<file path="src/hw/rtl/vvi_pkg.sv">
// vvi_pkg: types and constants of the vortex velocity induction block
// no dependencies; used by vvi_div, vortex_velocity_induction and the testbench
package vvi_pkg;

  // command codes
  localparam logic [1:0] CMD_CLEAR  = 2'd0;
  localparam logic [1:0] CMD_ADD    = 2'd1;
  localparam logic [1:0] CMD_QUERY  = 2'd2;
  localparam logic [1:0] CMD_UNUSED = 2'd3;

  // configuration register indexes
  localparam logic [1:0] REG_FREE_X = 2'd0;
  localparam logic [1:0] REG_FREE_Y = 2'd1;
  localparam logic [1:0] REG_CORE   = 2'd2;

  // round(2^32 / (2*pi))
  localparam logic [29:0] INV_TWO_PI_Q32 = 30'd683565276;

  // quotient width: |gamma| (31 bit + sign) times |d| (32 bit)
  localparam int NUM_W = 63;
  // quotient bits kept before the term is clamped
  localparam int Q_KEEP = 34;
  // accumulator width, wide enough that no sum of terms overflows
  localparam int ACC_W = 64;

  typedef enum logic [3:0] {
    S_IDLE,
    S_FETCH,
    S_DIFF,
    S_SQX,
    S_SQY,
    S_DEN,
    S_NUM,
    S_DSTART,
    S_DIV,
    S_SCL,
    S_ACC,
    S_OUT
  } state_t;

  typedef struct packed {
    logic [1:0]         cmd;
    logic signed [31:0] pos_x;
    logic signed [31:0] pos_y;
    logic signed [31:0] strength;
  } in_item_t;

  typedef struct packed {
    logic signed [31:0] vel_x;
    logic signed [31:0] vel_y;
    logic               dropped;
  } out_item_t;

  typedef struct packed {
    logic busy;
    logic done;
  } div_stat_t;

endpackage

</file>
<file path="src/hw/rtl/vvi_div.sv">
// vvi_div: restoring divider, one quotient bit per cycle
// depends on vvi_pkg for the numerator width and the status struct
module vvi_div #(
  parameter int DEN_W = 40
) (
  input  logic                       clk,
  input  logic                       rst_n,
  input  logic                       start,
  input  logic [vvi_pkg::NUM_W-1:0]  num,
  input  logic [DEN_W-1:0]           den,
  output logic [vvi_pkg::NUM_W-1:0]  quo,
  output vvi_pkg::div_stat_t         stat
);

  localparam int NW  = vvi_pkg::NUM_W;
  localparam int CNW = $clog2(NW);

  logic [DEN_W-1:0] rem_r;
  logic [DEN_W-1:0] den_r;
  logic [NW-1:0]    quo_r;
  logic [CNW-1:0]   cnt_r;
  logic             run_r;

  logic [DEN_W:0]   trial;
  logic [DEN_W:0]   diff;
  logic             ge;

  // one trial subtraction a cycle
  always_comb begin
    trial = {rem_r, quo_r[NW-1]};
    diff  = trial - {1'b0, den_r};
    ge    = trial >= {1'b0, den_r};
  end

  always_ff @(posedge clk) begin
    if (!rst_n) begin
      run_r <= 1'b0;
      cnt_r <= '0;
    end else if (start) begin
      run_r <= 1'b1;
      cnt_r <= '0;
    end else if (run_r) begin
      cnt_r <= cnt_r + CNW'(1);
      if (cnt_r == CNW'(NW - 1)) begin
        run_r <= 1'b0;
      end
    end
  end

  // quotient shifts in where the numerator shifts out
  always_ff @(posedge clk) begin
    if (start) begin
      rem_r <= '0;
      den_r <= den;
      quo_r <= num;
    end else if (run_r) begin
      rem_r <= ge ? diff[DEN_W-1:0] : trial[DEN_W-1:0];
      quo_r <= {quo_r[NW-2:0], ge};
    end
  end

  assign quo       = quo_r;
  assign stat.busy = run_r;
  assign stat.done = run_r && (cnt_r == CNW'(NW - 1));

endmodule

</file>
<file path="config.mk">
export PLATFORM = sky130hd
export DESIGN_NAME = vvi_div
export DESIGN_NICKNAME = d
export VERILOG_FILES = /design/src/hw/rtl/vvi_pkg.sv /design/src/hw/rtl/vvi_div.sv
export SDC_FILE = /design/constraint.sdc
export NUM_CORES = 1
export LEC_CHECK = 0
export BUFFER_PORTS_ARGS = -buffer_cell sky130_fd_sc_hd__buf_2
export CAP_MARGIN = 20
export CORE_ASPECT_RATIO = 1.2
export CORE_UTILIZATION = 45
export DETAILED_ROUTE_END_ITERATION = 10
export GPL_TIMING_DRIVEN = 0
export HOLD_SLACK_MARGIN = 0.12
export PLACE_DENSITY_LB_ADDON = 0.15
export RECOVER_POWER = 100
export SYNTH_ARGS = -nofsm -noshare
export SYNTH_HDL_FRONTEND = slang
export SYNTH_SLANG_ARGS = --single-unit
</file>
<file path="constraint.sdc">
create_clock -name clk -period 3.1 [get_ports clk]
set_input_delay 0.62 -clock clk [delete_from_list [all_inputs] [get_ports clk]]
set_output_delay 0.62 -clock clk [all_outputs]
set_load 0.03 [all_outputs]
</file>
; ---- Word-level counts from Yosys, hierarchy flattened
; Index checks and enable logic that the tools add are counted.
[op_classes]
n_addsub = 2
order_cmp = 1
eq_ne = 1
muxes = 6
n_bitwise = 1
reduce_logical = 3
[ops]
columns = operator, count
row1 = 2-to-1 mux 63 bit, 2
row2 = >= comparator 41 x 40 -> 1 bit, 1
row3 = 2-to-1 mux 40 bit, 1
row4 = subtractor 40 bit, 1
row5 = "adder 6 x 1 -> 6 bit, second input constant", 1
row6 = "== test 6 bit, second input constant", 1
row7 = 2-to-1 mux 1 bit, 3
row8 = nonzero test 2 bit, 1
row9 = OR reduction 2 bit, 1
row10 = logical AND 1 bit, 1
row11 = NOT 1 bit, 1
[totals]
regBits = 150
inputBits = 106
out_inout_bits = 65
wordCells = 19

; ---- Logic depth before layout (Yosys ltp)
; Gate-level depths: netlist of run 1.
[depth]
word_depth = 4
ltp_mapped = 14
ltp_nobuf = 12

; ---- Worst setup path after synthesis of run 1
; Ideal clock, no wire load.
[synth_timing]
path_kind = register to register
from = register quo_r[62] (netlist: quo[62])
to = register rem_r[34]
setup_ns = 0.119
arrival_time_ns = 2.816
required_ns = 2.981
slack_ns = 0.164
path_stages_with_launch = 13
n_path_buf = 0
synth_period_minus_slack_ns = 2.936
path_cell_list = edfxtp_1 inv_1 ha_1 fa_1 nor2b_1 o2111ai_1 a21oi_1 o31ai_1 a21oi_1 a31oi_1 o21ai_0 mux2i_1 o21bai_1
[synth_between]
elab_chain_len = 2
elab_cells_between_ends = 3
classes_between = 1 x add/sub / 1 x order compare / 1 x mux
[synth_rtl]
columns = element, line
row1 = start: declaration, vvi_div.sv:20  ; logic [NW-1:0] quo_r;
row2 = start signal: assignment, vvi_div.sv:55  ; quo_r <= num;
row3 = start signal: assignment, vvi_div.sv:58  ; quo_r <= {quo_r[NW-2:0], ge};
row4 = subtractor 40 bit or >= comparator 41 x 40 -> 1 bit (tied branches), "vvi_div.sv:31, vvi_div.sv:32"
row5 = 2-to-1 mux 40 bit (*), vvi_div.sv:57  ; rem_r <= ge ? diff[DEN_W-1:0] : trial[DEN_W-1:0];
row6 = end signal: assignment, vvi_div.sv:57
row7 = end: declaration, vvi_div.sv:18  ; logic [DEN_W-1:0] rem_r;
; Mark *: on every way between the ends. The rest lies on a longest branch, timed or not.
; A chain may end at the register's enable or synchronous reset.

; ---- Worst setup path after layout of run 1
[layout_timing]
from = register den_r[1]
to = register rem_r[39]
[layout_between]
elab_chain_len = 2
elab_cells_between_ends = 3
classes_between = 1 x add/sub / 1 x order compare / 1 x mux
[layout_rtl]
columns = element, line
row1 = start: declaration, vvi_div.sv:19  ; logic [DEN_W-1:0] den_r;
row2 = start signal: assignment, vvi_div.sv:54  ; den_r <= den;
row3 = subtractor 40 bit or >= comparator 41 x 40 -> 1 bit (tied branches), "vvi_div.sv:31, vvi_div.sv:32"
row4 = 2-to-1 mux 40 bit (*), vvi_div.sv:57
; Marked as above.

==> results.yml, run 1 <==
synthesis:
  synth_warnings: 0
  syn_area_per_cell_sq_um: 10.7
  yosys_most_used_dff: "edfxtp_1"
  synth.distinct_cells: 63
  synth_seq_cells: 150
  synth.net_count: 948
  syn_inst: 799
  async_reset_ff_share_pct: 0
  syn_area_sq_um: 8540
  synth-seq-area-share_pct: 47.2
  synth_edf_count: 103
die:
  fp.coreArea_sq_um: 18400
  start_util_pct: 46.5
  die_area_sq_um: 19500
  num_io_pins: 171
  rows: 54
  die_w_microns: 128
  fp.dieH_microns: 153
clock_network:
  clock_sinks: 150
  clk_latency_ns: 0.43
  cts_root_buffer: "clkbuf_16"
  cts.clk_slew.worst_paths_ns: 0.07
  hold_buffers: 0
  cts_tree: "built"
  h-tree-depth: 4
  cts_buffer_depth: 2
  numCtsBuffers: 17
power_and_ir_drop:
  power.leakage_nw: 4.27
  internal_power_w: 0.00412
  total_power_w: 0.00611
  p_clk_share_pct: 34.3
  max-vdd-ir-drop_mv: 0.407
  p_switching_w: 0.00199
  power_density_nw_per_um2: 578
  switching_share_pct: 32.6
  combinationalPowerShare_pct: 25.5
  seqPwrFrac_pct: 40.2
hold_path:
  min_from: "den[10]"
  min_path_cells: 1
  hold_end: "den_r[10]"
  hp-class: "in -> reg"
setup_path:
  critical_path.endpoint_type: "register"
  worstSetupPathType: "reg -> reg"
  cp_data_required_time_ns: 3.42
  r2r_setup_slack_ns: 0.04
  cp-start-kind: "register"
  r2r_end: "rem_r[39]"
  rr_worst_depth: 12
  crit_fanout: 4
  cp.arrival_ns: 3.38
  rr_startpoint: "den_r[1]"
grt:
  grt-ovfl-total: 0
  grt_util_all_layers_pct: 23.7
  grt_pass1_wl_mm: 35.5
  antenna_found_initial: 0
  grt_start_max_net_pins: 47
  first_global_vias: 6885
finish:
  nNetsFinal: 1148
  final_cells: 1264
  layout-drive-gt1-share_pct: 27.0
  fillers: 1671
  syn_to_final_growth_pct: 23.7
  n_antenna_cell: 0
  regArea_sq_um: 4030
  multiInputGateArea_sq_um: 4290
routing:
  via_count: 6818
  wire_per_inst_microns: 17.7
  drtIter0Drc: 303
  wirelength_mm: 22.4
  vias_per_cell: 5.39
  drt_first_pass_iters: 5
  drtAntennaViolNets: 0
  drc: 0
outcome:
  outcome: "finished clean"
sta:
  fmax_ghz: 0.327
  hold_viol_final: 0
  hold-worst-slack_ns: 0.365
  tightest_slew_ns: 0.791
  postLayoutSetupSlackWorst_ns: 0.0412
  drv_slew: 0
  fin_worst_skew_ns: 0.0112
  fin_crit_ns: 3.06
  relSlewSlack_pct: 47.2
  setup_violations: 0
  timing.final.crit_share_pct: 98.7
placed_design:
  place_worst_setup_slack_ns: -0.487
  port-buffer-count: 170
  finalWeightedCongestion: 0.906
  hpwl_mm: 16.5
  dpl.cell_count: 1222
run:
  maxCapViolCount: 0
[metal layers]
layer / track usage [%] / up-vias / part of all wire [%]
met3: 6.44 / 25 / 6.3
met2: 39.0 / 213 / 48
met1: 29.6 / 3256 / 44
met5: 0 / - / 0
met4: 8.46 / 0 / 1.9
li1: - / 3324 / -
[layout by cell type, fill, tap and decap left out, types with 5 or more instances in the layout]
cell type,Yosys,final
a31oi_1,10,9
nand3_1,12,12
o21ai_0,26,24
a21o_1,18,18
o21a_1,6,6
nand2_1,48,47
ha_4,0,8
edfxtp_1,103,103
xor2_1,12,12
and3_1,5,5
and2_1,6,6
inv_1,54,54
mux2i_1,30,28
a21oi_1,41,39
nor3_1,14,12
inv_6,0,5
nand2b_1,6,6
clkbuf_1,27,91
clkbuf_16,0,17
nor2_1,62,62
buf_4,5,18
buf_2,2,105
o31ai_1,6,5
xnor2_1,26,26
nand4_1,14,14
mux2_2,63,63
ha_1,42,34
o21bai_1,7,7
dfxtp_1,47,47
a211oi_1,34,31
[flip-flops by register name, indices dropped and copies added (netlist names)]
signal  flops
quo        63
den_r      40
rem_r      40
cnt_r       6
run_r       1
[logic make-up (layout without fill, tap and decap cells)]
logic type,Yosys count,after routing,synth area share [%]
compound gates,177,177,14.1
simple gates,197,197,11.3
flops,150,150,47.2
mux,95,95,12.1
fa+ha+maj,43,43,6.39
buf+inv,99,312,4.95
xor+xnor,38,38,3.90
[critical path, stage by stage (launching register included)]
cell	delay [ns]
edfxtp_1	0.43
inv_1	0.09
ha_1	0.24
nor2b_2	0.17
o21bai_1	0.16
a21boi_2	0.11
buf_4	0.15
o21ba_2	0.20
or2_2	0.33
a31oi_1	0.54
o31ai_2	0.16
xor2_1	0.17
a31o_1	0.22
[how the worst max path moves through the flow]
stage | from | end | slack (ns) | cells past startpoint
floorplan | quo[62] | rem_r[34] | 0.16 | 12
global placement | start | quo[48] | -1.36 | 4
detailed placement | quo[62] | rem_r[38] | -0.49 | 12
CTS | den_r[13] | rem_r[14] | 0.006 | 11
global route | den_r[1] | rem_r[31] | -0.01 | 12
finish | den_r[1] | rem_r[39] | 0.04 | 12
[per-stage QoR]
stage	cell area (sq um)	TNS, ns	utilization (%)
detailed placement	9730	-21.56	52.9
global placement	9710	-93.00	52.8
finish	10600	0	57.5
global route	10600	-0.0150	57.5
CTS	10400	0	56.8
floorplan	8540	0	-
[power groups by stage]
| stage | Sequential (W) | Clock (W) | Combinational, W |
|---|---|---|---|
| CTS | 0.00245 | 0.00213 | 0.00151 |
| global route | 0.00248 | 0.00222 | 0.00170 |
| detailed placement | 0.00249 | 0 | 0.00147 |
| floorplan | 0.00264 | 0 | 0.000884 |
| global placement | 0.00249 | 0 | 0.00145 |
| finish | 0.00246 | 0.00209 | 0.00156 |
[cell type report]
cell class,count,share of cell area (%)
multi-input cells,550,40.6
well taps,252,2.99
clock buffers,17,4.03
clock inverters,15,1.52
plain buffers,40,2.10
repair buffers,186,8.69
inverters,54,1.92
flip-flops and latches,150,38.2
[synth_stat cells (12+ instances only)]
cell type	count	share of area [%]
nand2_1	48	2.1
edfxtp_1	103	36
a21o_1	18	1.6
clkbuf_1	27	1.2
xor2_1	12	1.2
a21oi_1	41	2.4
a211oi_1	34	3.0
xnor2_1	26	2.7
nand3_1	12	0.70
nor3_1	14	0.82
o21ai_0	26	1.5
inv_1	54	2.4
nor2_1	62	2.7
mux2_2	63	8.3
ha_1	42	6.2
nand4_1	14	1.0
dfxtp_1	47	11
mux2i_1	30	3.5
[repair_timing]
action | CTS | global route
gates resized for setup | 21 | 34
setup endpoints to repair | 42 | 40
pin swaps | 7 | 8
setup buffers | 7 | 7
Note: power is estimated with default switching activity, not from simulation.
==> inputs of run 2 (changes only) <==
--- a/config.mk
+++ b/config.mk
@@ -8,7 +8,7 @@
 export BUFFER_PORTS_ARGS = -buffer_cell sky130_fd_sc_hd__buf_2
 export CAP_MARGIN = 20
 export CORE_ASPECT_RATIO = 1.2
-export CORE_UTILIZATION = 45
+export CORE_UTILIZATION = 56
 export DETAILED_ROUTE_END_ITERATION = 10
 export GPL_TIMING_DRIVEN = 0
 export HOLD_SLACK_MARGIN = 0.12
==> results.yml, run 2 (synthesized netlist as in run 1, its figures left out) <==
clock_network:
  clock_sinks: 150
  cts_tree: "built"
  h-tree-depth: 4
  clk_latency_ns: 0.43
  cts.clk_slew.worst_paths_ns: 0.07
  hold_buffers: 0
  cts_buffer_depth: 2
  cts_root_buffer: "clkbuf_16"
  numCtsBuffers: 17
grt:
  grt_start_max_net_pins: 47
  met1_usage_pct: 30.8
  grt_busiest_layer: "met2"
  first_global_vias: 6825
  met2_usage_pct: 48.5
  grt_pass1_wl_mm: 33.0
  antenna_found_initial: 0
  grt_util_all_layers_pct: 27.6
  use_met3_pct: 7.57
  grt-ovfl-total: 0
power_and_ir_drop:
  max-vdd-ir-drop_mv: 0.539
  seqPwrFrac_pct: 40.8
  internal_power_w: 0.00413
  p_switching_w: 0.00188
  combinationalPowerShare_pct: 24.7
  total_power_w: 0.00601
  switching_share_pct: 31.3
  p_clk_share_pct: 34.5
  power_density_nw_per_um2: 585
  power.leakage_nw: 4.21
die:
  start_util_pct: 57.1
  die_w_microns: 115
  rows: 49
  fp.dieH_microns: 137
  fp.coreArea_sq_um: 15000
  num_io_pins: 171
  die_area_sq_um: 15800
sta:
  timing.final.crit_share_pct: 97.4
  grt_setup_unrepaired: "yes"
  drv_slew: 0
  postLayoutSetupSlackWorst_ns: 0.0816
  fin_crit_ns: 3.02
  fin_worst_skew_ns: 0.0149
  relSlewSlack_pct: 10.8
  fmax_ghz: 0.331
  tightest_slew_ns: 1.34
  finalSetupTns_ns: 0
  setup_violations: 0
  hold_viol_final: 0
finish:
  final_cells: 1211
  syn_to_final_growth_pct: 20.3
  layout_common_cells: "107 x buf_2, 103 x edfxtp_1, 98 x clkbuf_1"
  largest_reg_flops: 63
  n_antenna_cell: 0
  fillers: 1261
  layout-drive-gt1-share_pct: 24.5
  nNetsFinal: 1143
  layout_commonest_cell: "buf_2"
  final_core_util_pct: 68.7
placed_design:
  place_worst_setup_slack_ns: -0.452
  port-buffer-count: 170
  dpl.cell_count: 1174
  hpwl_mm: 15.4
  finalWeightedCongestion: 0.945
routing:
  drtIter0Drc: 294
  wire_per_inst_microns: 17.5
  wirelength_mm: 21.1
  vias_per_cell: 5.67
  drc: 0
  drtAntennaViolNets: 0
  via_count: 6871
  drt_first_pass_iters: 5
run:
  maxCapViolCount: 0
setup_path:
  cp.arrival_ns: 3.33
  cp-start-kind: "register"
  critical_path.endpoint_type: "register"
  crit_fanout: 3
  worstSetupPathType: "reg -> reg"
  r2r_setup_slack_ns: 0.08
  cp_data_required_time_ns: 3.41
hold_path:
  hp-class: "in -> reg"
outcome:
  outcome: "finished clean"
run 2: area by class of cell:
class / instances / area (sq um) / area share, %
Clock buffer: 20 / 437 / 4.25
Clock inverter: 12 / 145 / 1.41
Inverter: 54 / 203 / 1.97
Sequential cell: 150 / 4030 / 39.2
Timing Repair Buffer: 179 / 828 / 8.06
Tap cell: 204 / 255 / 2.48
Buffer: 42 / 226 / 2.20
Multi-Input combinational cell: 550 / 4150 / 40.4
run 2: per-layer routing:
layer	vias up	part of all wire, %
met5	-	0
met4	0	3.1
met3	59	6.9
li1	3324	-
met1	3231	40
met2	257	50
run 2: repair_timing:
item                       in CTS  in global routing
resized for setup               8                 20
setup endpoints to repair      27                 41
gates cloned                    0                  0
buffers inserted                5                  2
pin swaps                       3                  4
hold endpoints to repair        0                  0
run 2: power by group through the flow:
stage / clock [W] / sequential, W / combinational (W)
after floorplan: 0 / 0.00264 / 0.000884
after global placement: 0 / 0.00248 / 0.00142
after detailed placement: 0 / 0.00248 / 0.00145
after CTS: 0.00210 / 0.00245 / 0.00148
after global routing: 0.00216 / 0.00247 / 0.00162
final: 0.00208 / 0.00245 / 0.00149
run 2: final timing paths:
| path | startpoint | endpoint | cells after the start |
|---|---|---|---|
| max reg2reg | quo[62] | rem_r[34] | 13 |
| min | den[27] | den_r[27] | 1 |
| max | quo[62] | rem_r[34] | 13 |
| min reg2reg | cnt_r[5] | cnt_r[5] | 2 |
run 2: per-stage QoR:
| stage | area, sq um | hold slack [ns] |
|---|---|---|
| after floorplan | 8540 | 0.454 |
| after global placement | 9650 | 0.471 |
| after detailed placement | 9670 | 0.498 |
| after CTS | 10300 | 0.351 |
| after global routing | 10300 | 0.349 |
| final | 10300 | 0.360 |
run 2: critical path: stages (launching register included):
cell	delay, ns
edfxtp_1	0.38
inv_1	0.07
ha_1	0.23
fa_1	0.43
nor2b_2	0.21
o2111ai_2	0.19
a21oi_2	0.21
o31ai_1	0.12
a21oi_2	0.25
a31oi_2	0.17
o21ai_2	0.19
buf_4	0.17
mux2i_1	0.19
o21bai_1	0.09
==> inputs of run 3 (changes only) <==
--- a/config.mk
+++ b/config.mk
@@ -8,7 +8,7 @@
 export BUFFER_PORTS_ARGS = -buffer_cell sky130_fd_sc_hd__buf_2
 export CAP_MARGIN = 20
 export CORE_ASPECT_RATIO = 1.2
-export CORE_UTILIZATION = 56
+export CORE_UTILIZATION = 60
 export DETAILED_ROUTE_END_ITERATION = 10
 export GPL_TIMING_DRIVEN = 0
 export HOLD_SLACK_MARGIN = 0.12
==> constraint.sdc (replaced) <==
create_clock -name clk -period 3.84 [get_ports clk]
set_input_delay 0.768 -clock clk [delete_from_list [all_inputs] [get_ports clk]]
set_output_delay 0.768 -clock clk [all_outputs]
set_load 0.03 [all_outputs]
==> results.yml, run 3 (synthesized netlist as in run 1, its figures left out) <==
die:
  fp.dieH_microns: 133
  start_util_pct: 61.8
  rows: 47
  num_io_pins: 171
  die_w_microns: 111
  die_area_sq_um: 14700
  fp.coreArea_sq_um: 13800
finish:
  layout-drive-gt1-share_pct: 22.6
  syn_to_final_growth_pct: 18.1
  layout_common_cells: "107 x buf_2, 103 x edfxtp_1, 100 x clkbuf_1"
  final_area_sq_um: 10100
  fillers: 1028
  largest_reg_flops: 63
  final_cells: 1173
  nNetsFinal: 1138
  layout_commonest_cell: "buf_2"
  n_antenna_cell: 0
  final_core_util_pct: 73.0
sta:
  fmax_ghz: 0.273
  setup_violations: 0
  hold_viol_final: 0
  fin_crit_ns: 3.67
  drv_slew: 0
  grt_setup_unrepaired: "no"
  timing.final.crit_share_pct: 95.5
  tightest_slew_ns: 1.06
  relSlewSlack_pct: 29.4
  fin_worst_skew_ns: 0.0147
routing:
  via_count: 6856
  wirelength_mm: 20.3
  wl_met1_mm: 8.18
  wl_met3_mm: 1.38
  vias_per_cell: 5.84
  drc: 0
  drtAntennaViolNets: 0
  top_layer_used: "met4"
  wire_per_inst_microns: 17.3
  dr_wl_met2_mm: 10.2
  drtIter0Drc: 472
  drt_first_pass_iters: 5
clock_network:
  hold_buffers: 0
  clk_latency_ns: 0.43
  cts_root_buffer: "clkbuf_16"
  numCtsBuffers: 17
  cts_tree: "built"
  post_cts_buffers: 0
  clock_sinks: 150
  cts.clk_slew.worst_paths_ns: 0.06
  h-tree-depth: 4
  cts-resized-gates: 0
  cts_buffer_depth: 2
grt:
  first_global_vias: 7046
  grt_start_max_net_pins: 47
  antenna_found_initial: 0
  grt_util_all_layers_pct: 28.5
  grt-ovfl-total: 0
  grt_pass1_wl_mm: 33.1
setup_path:
  r2r_setup_slack_ns: 0.17
  crit_cells: 12
  worstSetupPathType: "reg -> reg"
  critPathBufInv: 1
  crit_path_max_incr_delay_ns: 0.68
  critical_path.endpoint_type: "register"
  cp-start-kind: "register"
  crit_end: "rem_r[38]"
  crit_fanout: 3
  cp_data_required_time_ns: 4.16
  cpMostUsedCell: "a21oi_1"
  slowest_stage: "o21ai_0"
  path_delay_family: "compound AO/OA/AOI/OAI gates"
  rr_startpoint: "quo[62]"
  rr_worst_depth: 12
  r2r_end: "rem_r[38]"
  startpoint: "quo[62]"
  cp.arrival_ns: 3.98
  worstPathCellList: "inv_1, ha_1, fa_1, nor2b_1, o2111ai_1, a21oi_1, o31ai_1, a21oi_1, a31oi_1, o21ai_0, mux2i_1, o21bai_1"
power_and_ir_drop:
  total_power_w: 0.00483
  power_density_nw_per_um2: 479
  max-vdd-ir-drop_mv: 0.411
  power.leakage_nw: 4.16
run:
  maxCapViolCount: 0
placed_design:
  hpwl_mm: 15.0
  finalWeightedCongestion: 0.936
  port-buffer-count: 170
  dpl_cell_area_sq_um: 9630
  dpl.cell_count: 1141
outcome:
  outcome: "finished clean"
hold_path:
  min_path_cells: 2
  hp-class: "reg -> reg"
## run 3: cell count changes in the layout (fill, tap and decap cells not counted), sizes merged
cell,change
buf,-10
clkbuf,+2
inv,+3
## run 3: worst reg2reg max path, stage by stage (launching register included)
cell	delay (ns)
edfxtp_1	0.38
inv_1	0.11
ha_1	0.24
fa_1	0.42
nor2b_1	0.18
o2111ai_1	0.20
a21oi_1	0.27
o31ai_1	0.13
a21oi_1	0.35
a31oi_1	0.21
o21ai_0	0.68
mux2i_1	0.31
o21bai_1	0.08
## run 3: layout make-up
| cell class | instances | area [sq um] | share of cell area [%] |
|---|---|---|---|
| inverters | 54 | 203 | 2.01 |
| well taps | 171 | 214 | 2.12 |
| flip-flops and latches | 150 | 4030 | 40.0 |
| clock buffers | 17 | 425 | 4.22 |
| multi-input cells | 550 | 4070 | 40.3 |
| clock inverters | 15 | 166 | 1.65 |
| plain buffers | 45 | 198 | 1.96 |
| repair buffers | 171 | 777 | 7.70 |
## run 3: worst min path at each step
stage | from | slack (ns) | to
after floorplan | cnt_r[5] | 0.45 | cnt_r[5]
after global placement | cnt_r[5] | 0.48 | cnt_r[5]
after detailed placement | rem_r[9] | 0.50 | rem_r[9]
after CTS | den[35] | 0.49 | den_r[35]
after global routing | den[35] | 0.49 | den_r[35]
final | rem_r[13] | 0.50 | rem_r[13]
## run 3: stage by stage
stage,hold slack (ns),setup slack [ns],setup TNS (ns)
CTS,0.492,0.244,0
global route,0.492,0.00992,0
finish,0.502,0.174,0
floorplan,0.454,0.904,0
detailed placement,0.497,0.282,0
global placement,0.476,-0.599,-37.61
## run 3: report_power, final
part / leakage (nW) / internal [W] / switching [W]
combinational: 2.46 / 0.000433 / 0.000710
sequential: 1.41 / 0.00190 / 0.0000799
clock: 0.293 / 0.000974 / 0.000734
## run 3: metal layers
| layer | global-route usage, % | vias up |
|---|---|---|
| met3 | 8.57 | 55 |
| li1 | - | 3305 |
| met5 | 0 | - |
| met4 | 12.0 | 0 |
| met1 | 32.1 | 3236 |
| met2 | 50.0 | 260 |
